<file path="src/sv/uoi_pkg.sv">
// ----------------------------------------------------------------------------
// uoi_pkg - shared types and constants for the unicycle odometry integrator
// Fixed-point widths, CORDIC table, payload structs and controller commands.
// ----------------------------------------------------------------------------
package uoi_pkg;

  localparam int CORDIC_STEPS = 16;
  localparam int POS_WIDTH    = 32;

  // the arctangent table has 24 entries
  localparam int CORDIC_ITER = (CORDIC_STEPS < 24) ? CORDIC_STEPS : 24;
  localparam int ITER_W      = $clog2(CORDIC_ITER);

  // CORDIC vector width: Q2.30 plus growth and sign
  localparam int CW    = 34;
  localparam int ACC_W = 64;

  localparam logic signed [CW-1:0] GAIN_Q30 = 34'sd652032874;

  // round(2^15/pi * 2^16) split into 16-bit halves for the 18-bit multiplier
  localparam logic [17:0] RAD_HI = 18'd10430;
  localparam logic [17:0] RAD_LO = 18'd24796;

  localparam logic [15:0] STEP_TIME_RESET = 16'd1311;

  localparam logic signed [ACC_W-1:0] POS_RND = 64'sd1 <<< 37;
  localparam logic signed [ACC_W-1:0] YAW_RND = 64'sd1 <<< 43;

  typedef struct packed {
    logic signed [15:0] lin_velocity;
    logic signed [15:0] yaw_rate;
  } in_item_t;

  typedef struct packed {
    logic signed [31:0] pos_x;
    logic signed [31:0] pos_y;
    logic signed [15:0] heading;
    logic signed [15:0] quat_z;
    logic signed [15:0] quat_w;
  } out_item_t;

  typedef enum logic [3:0] {
    MS_NONE,
    MS_V_DT,
    MS_W_DT,
    MS_DV_CHI,
    MS_DV_CLO,
    MS_DV_SHI,
    MS_DV_SLO,
    MS_DW_KHI,
    MS_DW_KLO
  } mul_sel_t;

  typedef enum logic [1:0] {
    ACC_NONE,
    ACC_LOAD_HI,
    ACC_ADD_LO
  } acc_op_t;

  typedef enum logic [2:0] {
    UPD_NONE,
    UPD_DV,
    UPD_DW,
    UPD_X,
    UPD_Y,
    UPD_YAW,
    UPD_OUT
  } upd_op_t;

  typedef struct packed {
    logic     in_load;
    logic     cordic_start;
    logic     ang_half;
    mul_sel_t mul_sel;
    acc_op_t  acc_op;
    upd_op_t  upd_op;
  } dp_cmd_t;

  typedef struct packed {
    logic cordic_busy;
    logic out_free;
  } dp_status_t;

  // atan(2^-i) as a 32-bit binary angle (2^32 = 2*pi)
  function automatic logic [31:0] atan_bam(input logic [4:0] idx);
    logic [31:0] r;
    case (idx)
      5'd0:  r = 32'h2000_0000;
      5'd1:  r = 32'h12E4_051E;
      5'd2:  r = 32'h09FB_385B;
      5'd3:  r = 32'h0511_11D4;
      5'd4:  r = 32'h028B_0D43;
      5'd5:  r = 32'h0145_D7E1;
      5'd6:  r = 32'h00A2_F61E;
      5'd7:  r = 32'h0051_7C55;
      5'd8:  r = 32'h0028_BE53;
      5'd9:  r = 32'h0014_5F2F;
      5'd10: r = 32'h000A_2F98;
      5'd11: r = 32'h0005_17CC;
      5'd12: r = 32'h0002_8BE6;
      5'd13: r = 32'h0001_45F3;
      5'd14: r = 32'h0000_A2F9;
      5'd15: r = 32'h0000_517C;
      5'd16: r = 32'h0000_28BE;
      5'd17: r = 32'h0000_145F;
      5'd18: r = 32'h0000_0A2F;
      5'd19: r = 32'h0000_0517;
      5'd20: r = 32'h0000_028B;
      5'd21: r = 32'h0000_0145;
      5'd22: r = 32'h0000_00A2;
      5'd23: r = 32'h0000_0051;
      default: r = 32'h0000_0000;
    endcase
    return r;
  endfunction

endpackage

</file>
<file path="src/sv/uoi_cordic.sv">
// ----------------------------------------------------------------------------
// uoi_cordic - iterative rotation-mode CORDIC
// One micro-rotation per cycle; gives cos/sin in Q2.30, held until next start.
// ----------------------------------------------------------------------------
module uoi_cordic
  import uoi_pkg::*;
(
  input  logic                 clk,
  input  logic                 rst,
  input  logic                 start,
  input  logic [31:0]          angle,
  output logic                 busy,
  output logic signed [CW-1:0] cos_q30,
  output logic signed [CW-1:0] sin_q30
);

  localparam logic [ITER_W-1:0] LAST = ITER_W'(CORDIC_ITER - 1);

  logic [ITER_W-1:0]    cnt;
  logic signed [CW-1:0] x, y, z;
  logic                 flip;

  logic [31:0]          ang_q;
  logic [31:0]          ang_fold;
  logic signed [CW-1:0] xs, ys, at;

  // fold into the right half plane, undo with a sign flip at the end
  assign ang_q    = angle + 32'h4000_0000;
  assign ang_fold = angle ^ {ang_q[31], 31'd0};

  assign xs = x >>> cnt;
  assign ys = y >>> cnt;
  assign at = CW'(atan_bam(5'(cnt)));

  always_ff @(posedge clk) begin
    if (rst) begin
      busy <= 1'b0;
      cnt  <= '0;
    end else if (start) begin
      busy <= 1'b1;
      cnt  <= '0;
    end else if (busy) begin
      if (cnt == LAST) begin
        busy <= 1'b0;
      end else begin
        cnt <= cnt + 1'b1;
      end
    end
  end

  always_ff @(posedge clk) begin
    if (start) begin
      x    <= GAIN_Q30;
      y    <= '0;
      z    <= CW'($signed(ang_fold));
      flip <= ang_q[31];
    end else if (busy) begin
      if (!z[CW-1]) begin
        x <= x - ys;
        y <= y + xs;
        z <= z - at;
      end else begin
        x <= x + ys;
        y <= y - xs;
        z <= z + at;
      end
    end
  end

  assign cos_q30 = flip ? -x : x;
  assign sin_q30 = flip ? -y : y;

endmodule

</file>
<file path="src/sv/uoi_datapath.sv">
// ----------------------------------------------------------------------------
// uoi_datapath - pose registers, shared multiplier, accumulator, CORDIC
// Executes one controller command per cycle; holds the output register.
// ----------------------------------------------------------------------------
module uoi_datapath
  import uoi_pkg::*;
(
  input  logic       clk,
  input  logic       rst,
  input  dp_cmd_t    cmd,
  output dp_status_t status,
  input  in_item_t   in_data,
  output logic       out_valid,
  input  logic       out_stall,
  output out_item_t  out_data,
  input  logic       cfg_we,
  input  logic [15:0] cfg_data
);

  logic [15:0]                 step_time;
  logic signed [POS_WIDTH-1:0] x_acc, y_acc;
  logic [15:0]                 yaw;

  in_item_t                    in_reg;
  logic signed [32:0]          dv, dw;
  logic signed [51:0]          prod;
  logic signed [ACC_W-1:0]     acc;
  out_item_t                   out_reg;

  logic signed [33:0]          mul_a;
  logic signed [17:0]          mul_b;
  logic signed [ACC_W-1:0]     acc_rnd_p, acc_rnd_q;
  logic signed [25:0]          dpos;
  logic [31:0]                 cordic_angle;
  logic                        cordic_busy;
  logic signed [CW-1:0]        cos_q30, sin_q30;
  logic signed [17:0]          dt_b;

  function automatic logic signed [15:0] to_q14(input logic signed [CW-1:0] v);
    logic signed [CW-1:0] r;
    r = (v + CW'(32768)) >>> 16;
    if (r > CW'(16384)) begin
      r = CW'(16384);
    end else if (r < -CW'(16384)) begin
      r = -CW'(16384);
    end
    return r[15:0];
  endfunction

  assign cordic_angle = cmd.ang_half ? {yaw[15], yaw, 15'd0} : {yaw, 16'd0};

  uoi_cordic u_cordic (
    .clk     (clk),
    .rst     (rst),
    .start   (cmd.cordic_start),
    .angle   (cordic_angle),
    .busy    (cordic_busy),
    .cos_q30 (cos_q30),
    .sin_q30 (sin_q30)
  );

  assign dt_b = $signed({2'b00, step_time});

  // operand select for the 34x18 multiplier
  always_comb begin
    mul_a = '0;
    mul_b = '0;
    case (cmd.mul_sel)
      MS_V_DT: begin
        mul_a = 34'(in_reg.lin_velocity);
        mul_b = dt_b;
      end
      MS_W_DT: begin
        mul_a = 34'(in_reg.yaw_rate);
        mul_b = dt_b;
      end
      MS_DV_CHI: begin
        mul_a = 34'(dv);
        mul_b = cos_q30[33:16];
      end
      MS_DV_CLO: begin
        mul_a = 34'(dv);
        mul_b = $signed({2'b00, cos_q30[15:0]});
      end
      MS_DV_SHI: begin
        mul_a = 34'(dv);
        mul_b = sin_q30[33:16];
      end
      MS_DV_SLO: begin
        mul_a = 34'(dv);
        mul_b = $signed({2'b00, sin_q30[15:0]});
      end
      MS_DW_KHI: begin
        mul_a = 34'(dw);
        mul_b = $signed(RAD_HI);
      end
      MS_DW_KLO: begin
        mul_a = 34'(dw);
        mul_b = $signed(RAD_LO);
      end
      default: begin
        mul_a = '0;
        mul_b = '0;
      end
    endcase
  end

  assign acc_rnd_p = acc + POS_RND;
  assign acc_rnd_q = acc + YAW_RND;
  assign dpos      = acc_rnd_p[63:38];

  // pose state and configuration
  always_ff @(posedge clk) begin
    if (rst) begin
      step_time <= STEP_TIME_RESET;
      x_acc     <= '0;
      y_acc     <= '0;
      yaw       <= '0;
      out_valid <= 1'b0;
    end else begin
      if (cfg_we) begin
        step_time <= cfg_data;
      end
      case (cmd.upd_op)
        UPD_X:   x_acc <= x_acc + POS_WIDTH'(dpos);
        UPD_Y:   y_acc <= y_acc + POS_WIDTH'(dpos);
        UPD_YAW: yaw   <= yaw + acc_rnd_q[59:44];
        default: ;
      endcase
      if (cmd.upd_op == UPD_OUT) begin
        out_valid <= 1'b1;
      end else if (out_valid && !out_stall) begin
        out_valid <= 1'b0;
      end
    end
  end

  // working registers
  always_ff @(posedge clk) begin
    if (cmd.in_load) begin
      in_reg <= in_data;
    end
    if (cmd.mul_sel != MS_NONE) begin
      prod <= mul_a * mul_b;
    end
    case (cmd.acc_op)
      ACC_LOAD_HI: acc <= ACC_W'(prod) <<< 16;
      ACC_ADD_LO:  acc <= acc + ACC_W'(prod);
      default: ;
    endcase
    case (cmd.upd_op)
      UPD_DV: dv <= prod[32:0];
      UPD_DW: dw <= prod[32:0];
      UPD_OUT: begin
        out_reg.pos_x   <= 32'(x_acc);
        out_reg.pos_y   <= 32'(y_acc);
        out_reg.heading <= yaw;
        out_reg.quat_z  <= to_q14(sin_q30);
        out_reg.quat_w  <= to_q14(cos_q30);
      end
      default: ;
    endcase
  end

  assign out_data           = out_reg;
  assign status.cordic_busy = cordic_busy;
  assign status.out_free    = !out_valid || !out_stall;

endmodule

</file>
<file path="src/sv/uoi_ctrl.sv">
// ----------------------------------------------------------------------------
// uoi_ctrl - sequencer for one odometry tick
// Steps the datapath through CORDIC, multiply-accumulate and output write.
// ----------------------------------------------------------------------------
module uoi_ctrl
  import uoi_pkg::*;
(
  input  logic       clk,
  input  logic       rst,
  input  logic       in_valid,
  output logic       in_stall,
  input  dp_status_t status,
  output dp_cmd_t    cmd
);

  typedef enum logic [13:0] {
    S_IDLE    = 14'h0001,
    S_WAIT_C1 = 14'h0002,
    S_M_VDT   = 14'h0004,
    S_M_WDT   = 14'h0008,
    S_M_CHI   = 14'h0010,
    S_M_CLO   = 14'h0020,
    S_M_SHI   = 14'h0040,
    S_M_SLO   = 14'h0080,
    S_M_KHI   = 14'h0100,
    S_M_KLO   = 14'h0200,
    S_K_ADD   = 14'h0400,
    S_UPD_YAW = 14'h0800,
    S_START2  = 14'h1000,
    S_WAIT_C2 = 14'h2000
  } state_t;

  state_t state, state_next;

  assign in_stall = (state != S_IDLE);

  always_ff @(posedge clk) begin
    if (rst) begin
      state <= S_IDLE;
    end else begin
      state <= state_next;
    end
  end

  // product is registered, so acc/upd ops use it in the state after its multiply
  always_comb begin
    state_next       = state;
    cmd.in_load      = 1'b0;
    cmd.cordic_start = 1'b0;
    cmd.ang_half     = 1'b0;
    cmd.mul_sel      = MS_NONE;
    cmd.acc_op       = ACC_NONE;
    cmd.upd_op       = UPD_NONE;
    case (state)
      S_IDLE: begin
        if (in_valid) begin
          cmd.in_load      = 1'b1;
          cmd.cordic_start = 1'b1;
          state_next       = S_WAIT_C1;
        end
      end
      S_WAIT_C1: begin
        if (!status.cordic_busy) begin
          state_next = S_M_VDT;
        end
      end
      S_M_VDT: begin
        cmd.mul_sel = MS_V_DT;
        state_next  = S_M_WDT;
      end
      S_M_WDT: begin
        cmd.mul_sel = MS_W_DT;
        cmd.upd_op  = UPD_DV;
        state_next  = S_M_CHI;
      end
      S_M_CHI: begin
        cmd.mul_sel = MS_DV_CHI;
        cmd.upd_op  = UPD_DW;
        state_next  = S_M_CLO;
      end
      S_M_CLO: begin
        cmd.mul_sel = MS_DV_CLO;
        cmd.acc_op  = ACC_LOAD_HI;
        state_next  = S_M_SHI;
      end
      S_M_SHI: begin
        cmd.mul_sel = MS_DV_SHI;
        cmd.acc_op  = ACC_ADD_LO;
        state_next  = S_M_SLO;
      end
      S_M_SLO: begin
        cmd.mul_sel = MS_DV_SLO;
        cmd.acc_op  = ACC_LOAD_HI;
        cmd.upd_op  = UPD_X;
        state_next  = S_M_KHI;
      end
      S_M_KHI: begin
        cmd.mul_sel = MS_DW_KHI;
        cmd.acc_op  = ACC_ADD_LO;
        state_next  = S_M_KLO;
      end
      S_M_KLO: begin
        cmd.mul_sel = MS_DW_KLO;
        cmd.acc_op  = ACC_LOAD_HI;
        cmd.upd_op  = UPD_Y;
        state_next  = S_K_ADD;
      end
      S_K_ADD: begin
        cmd.acc_op = ACC_ADD_LO;
        state_next = S_UPD_YAW;
      end
      S_UPD_YAW: begin
        cmd.upd_op = UPD_YAW;
        state_next = S_START2;
      end
      S_START2: begin
        cmd.cordic_start = 1'b1;
        cmd.ang_half     = 1'b1;
        state_next       = S_WAIT_C2;
      end
      S_WAIT_C2: begin
        if (!status.cordic_busy && status.out_free) begin
          cmd.upd_op = UPD_OUT;
          state_next = S_IDLE;
        end
      end
      default: begin
        state_next = S_IDLE;
      end
    endcase
  end

endmodule

</file>
<file path="src/sv/unicycle_odometry_integrator_unit.sv">
// ----------------------------------------------------------------------------
// unicycle_odometry_integrator_unit - Euler dead-reckoning pose integrator
// From request accept to out_valid: two passes through the
//   one-iteration-per-cycle CORDIC with eleven steps between them (eight
//   products on the shared 34x18 multiplier, the last accumulate, the heading
//   update, the restart), a state to see the first pass done and one to write
//   the output register, which waits while a result is stalled. A new request
//   is taken only after the previous one has been written out.
// Reset (rst, synchronous): pose cleared to origin facing +x, step_time 1311.
// ----------------------------------------------------------------------------
module unicycle_odometry_integrator_unit
  import uoi_pkg::*;
(
  input  logic        clk,
  input  logic        rst,
  // sample tick request
  input  logic        in_valid,
  output logic        in_stall,
  input  in_item_t    in_data,
  // pose result request
  output logic        out_valid,
  input  logic        out_stall,
  output out_item_t   out_data,
  // step_time register write
  input  logic        cfg_valid,
  output logic        cfg_ready,
  input  logic [15:0] cfg_data
);

  dp_cmd_t    cmd;
  dp_status_t status;

  // Per tick: CORDIC on the old heading gives cos/sin; dt*v and dt*w are
  // formed, then dt*v*cos, dt*v*sin and dt*w*(2^15/pi) are built from two
  // 16-bit partial products each and rounded into x, y and heading. A second
  // CORDIC pass on half the new heading gives the yaw quaternion.

  // Config writes are to arrive only while idle (the block does not enforce this); the port is always ready.
  assign cfg_ready = 1'b1;

  uoi_ctrl u_ctrl (
    .clk      (clk),
    .rst      (rst),
    .in_valid (in_valid),
    .in_stall (in_stall),
    .status   (status),
    .cmd      (cmd)
  );

  uoi_datapath u_dp (
    .clk       (clk),
    .rst       (rst),
    .cmd       (cmd),
    .status    (status),
    .in_data   (in_data),
    .out_valid (out_valid),
    .out_stall (out_stall),
    .out_data  (out_data),
    .cfg_we    (cfg_valid),
    .cfg_data  (cfg_data)
  );

  // a taken request closes the input side right after it is accepted
  a_accept_closes: assert property (@(posedge clk) disable iff (rst)
    (in_valid && !in_stall) |=> in_stall)
    else $error("input side open right after an accepted request");

  // results appear only at the end of a tick's work
  a_out_from_busy: assert property (@(posedge clk) disable iff (rst)
    $rose(out_valid) |-> $past(in_stall))
    else $error("result raised without a tick in progress");

  // the CORDIC is never restarted mid-run
  a_cordic_idle_start: assert property (@(posedge clk) disable iff (rst)
    cmd.cordic_start |-> !status.cordic_busy)
    else $error("CORDIC started while busy");

  // the output register is never overwritten while a result waits
  a_out_no_overwrite: assert property (@(posedge clk) disable iff (rst)
    (cmd.upd_op == UPD_OUT) |-> (!out_valid || !out_stall))
    else $error("output register written while result stalled");

endmodule
</file>
<file path="config.mk">
export PLATFORM = sky130hd
export DESIGN_NAME = unicycle_odometry_integrator_unit
export DESIGN_NICKNAME = d
export VERILOG_FILES = /design/src/sv/uoi_pkg.sv /design/src/sv/uoi_cordic.sv /design/src/sv/uoi_datapath.sv /design/src/sv/uoi_ctrl.sv /design/src/sv/unicycle_odometry_integrator_unit.sv
export SDC_FILE = /design/constraint.sdc
export NUM_CORES = 2
export LEC_CHECK = 0
export ABC_AREA = 1
export BUFFER_PORTS_ARGS = -buffer_cell sky130_fd_sc_hd__buf_4
export CORE_UTILIZATION = 45
export DETAILED_ROUTE_END_ITERATION = 6
export GPL_ROUTABILITY_DRIVEN = 0
export GPL_TIMING_DRIVEN = 0
export PLACE_DENSITY = 0.57
export SLEW_MARGIN = 10
export SYNTH_ARGS = -nofsm -noshare
export SYNTH_HDL_FRONTEND = slang
export SYNTH_SLANG_ARGS = --single-unit
</file>
<file path="constraint.sdc">
create_clock -name clk -period 9.1 [get_ports clk]
set_input_delay 0.455 -clock clk [delete_from_list [all_inputs] [get_ports clk]]
set_output_delay 0.455 -clock clk [all_outputs]
set_load 0.01 [all_outputs]
</file>
==> metrics <==
Initial Utilization=45.4%; CP max FO=10; cell type contributing the most total cell area after synthesis=sky130_fd_sc_hd__fa_1; number of H-tree levels=3; Synth-to-Final Area Change=11.2%; worst vdd rail ir drop=175 uV; number of global-route vias before repair=59568; Vias=61979; number of DRC markers after the initial detailed-route iteration=6258; Residual DRC=90; number of clock buffers inserted by TritonCTS=69; Total GRT Usage=32.6%; max reg flops=112; run status=finished with violations; Worst-Margin Slew=1.37 ns; number of nets in the layout=10061; final standard cell area without fillers=72700 um2; Final TNS setup=0 ns; final worst clock skew=0.0358 ns; clock tree from TritonCTS=done; Post-Synthesis Net Count=9746; # setup viols final=0; maximum number of pins on one net before global-route repair=53; final antenna-violating net count=0; half-perimeter wire length after placement=198 mm; static leakage=35.3 nW; area of the die=147000 um2; maximum count of clock buffers along a single path=3; headroom to the max-slew limit=8.94%; count of cell types in the netlist=71; Num Clock Sinks=575; Critical Path Source Type=flip-flop; number of register bits inferred by synthesis=575; fin worst setup slack=0.204 ns; pre-CTS WS=-1.03 ns; most area-consuming cells after synthesis=sky130_fd_sc_hd__fa_1, sky130_fd_sc_hd__edfxtp_1, sky130_fd_sc_hd__nand2_1; post-layout utilization of the core=50.5%; buffer type at the clock tree root=sky130_fd_sc_hd__clkbuf_16; ratio of cells with drive above 1 in the final layout=8.04%; number of vias per cell after detailed routing=5.63; Core Area=144000 um2; Worst-path clk slew=0.06 ns; post-layout instance count excluding filler cells=11004; Placed Area=69300 um2; Site Rows=139; total of buffers placed on input and output ports=165; power per unit of standard cell area=202 nW/um2; post-placement cell count=10811; insertion delay of the later-clocked pin in the worst-skew pair=0.67 ns; num ports=168; start-to-end type of the worst setup path=reg2reg; most frequent cells in the layout=sky130_fd_sc_hd__nand2_1, sky130_fd_sc_hd__inv_1, sky130_fd_sc_hd__nor2_1; f_max=0.112 GHz; highest cell delay on the worst timing path=0.67 ns; endpoint type of the worst setup path=flip-flop; horizontal extent of the die=383 um; share of the synthesized area in the top cell type=17.8%; Pins Over Slew Limit=0; setup repair after global routing missed its margin=true; buffers plus inverters on the worst setup path=13; CP required=9.55 ns; wire length per cell=22.0 um; dominant delay contributor by cell family on the critical path=adder cells; cell with the biggest individual delay on the critical path=sky130_fd_sc_hd__fa_2; path type of the worst min-delay path=in2reg; number of detailed-route iterations in the first pass=7; YS warnings=0; Post-Synthesis Cells=8731; die boundary height=383 um; most common cell after layout, fill and taps aside=sky130_fd_sc_hd__nand2_1; number of max-capacitance violations reported=0; post-synthesis average cell area=7.48 um2; count of flip-flops with a built-in enable after synthesis=361; sequential cell area fraction in the yosys report=23.1%; fill count=14339; Async S/R FF share, synth=0%; hold violation count in the final report=0; final period utilization=97.8%; arrival time of data at the critical path endpoint=9.34 ns; overall power consumption=14.7 mW; total overflow reported by the global router=0; antenna violations before repair=1; area of the mapped netlist=65400 um2; violations in the final reports=DRC; Hold Worst Slack=0.0658 ns; total routed wirelength=242 mm; predominant post-synthesis flop cell=sky130_fd_sc_hd__edfxtp_1; global-route wire length before repair=361 mm; Tmin final=8.90 ns
==> final cells by class <==
class	instances	area, um2	area share (%)
inverter	1655	6260	8.61
tap	1903	2380	3.28
multi-input combinational	6240	43200	59.5
timing repair inverter	2	17.5	0.0241
timing repair buffer	244	2060	2.83
antenna	2	5.00	0.00689
sequential	575	15100	20.8
clock buffer	93	1910	2.63
buffer	259	1360	1.87
clock inverter	31	303	0.417
==> report_power, final <==
part           switching [mW]  internal (mW)  leakage [nW]
Clock                    1.17           1.60          1.07
Combinational            5.65           2.68          28.9
Sequential              0.481           3.11          5.30
Total                    7.31           7.39          35.3
==> logic make-up (layout without fill, tap and decap cells) <==
family | count (synthesis) | in the layout | share of synthesized area [%]
simple gates | 3502 | 3502 | 22.4
buf+inv | 1916 | 2284 | 11.4
compound gates | 1437 | 1437 | 13.4
fa+ha+maj | 962 | 962 | 25.1
flops | 575 | 575 | 23.1
xor+xnor | 338 | 338 | 4.53
other cells | 1 | 3 | 0.00574
==> what timing repair did <==
action                                  CTS  global route
resized for setup                        78           101
pin swaps                                 7            12
hold endpoints to repair                 31             0
endpoints found under the setup margin   32            22
gates cloned                              1             1
hold buffers                             31             0
buffers inserted                         12            24
==> metal layers <==
metal,part of all wire [%],wire [um],track usage [%],vias up
li1,-,-,-,28672
met1,42,103000,44.7,29773
met2,42,102000,48.2,3003
met3,11,26200,8.05,531
met4,4.9,11900,14.5,0
met5,0,0,0,-
==> worst paths after layout <==
path	startpoint	endpoint	slack, ns	depth (start not counted)
worst min-delay path	in_data[15]	u_dp.in_reg[15]	0.07	1
worst max register to register	u_dp.u_cordic.flip	u_dp.prod[50]	0.20	35
worst min register to register	u_dp.x_acc[31]	u_dp.out_data[111]	0.46	0
worst max-delay path	u_dp.u_cordic.flip	u_dp.prod[50]	0.20	35
==> synth_stat cells, drive strengths merged, types with 2 or more instances <==
master and number:
nand2 1846, inv 1650, nor2 887, fa 581, a21oi 529, nand3 518
o21ai 473, ha 381, edfxtp 361, xor2 239, dfxtp 214, buf 142
clkbuf 119, xnor2 99, a31oi 96, o211ai 87, nor3 82, nand4 73
a221oi 45, o21a 40, nor4 33, a21o 32, or2 31, o21bai 25
a21boi 20, nand3b 16, o221ai 16, a32o 15, o31ai 13, a211oi 12
and2 10, o2111ai 8, o22ai 7, clkinv 5, and3 4, a2111oi 3
a211o 3, o221a 3, a22oi 2, a311oi 2
Note: power is estimated with default switching activity, not from simulation.
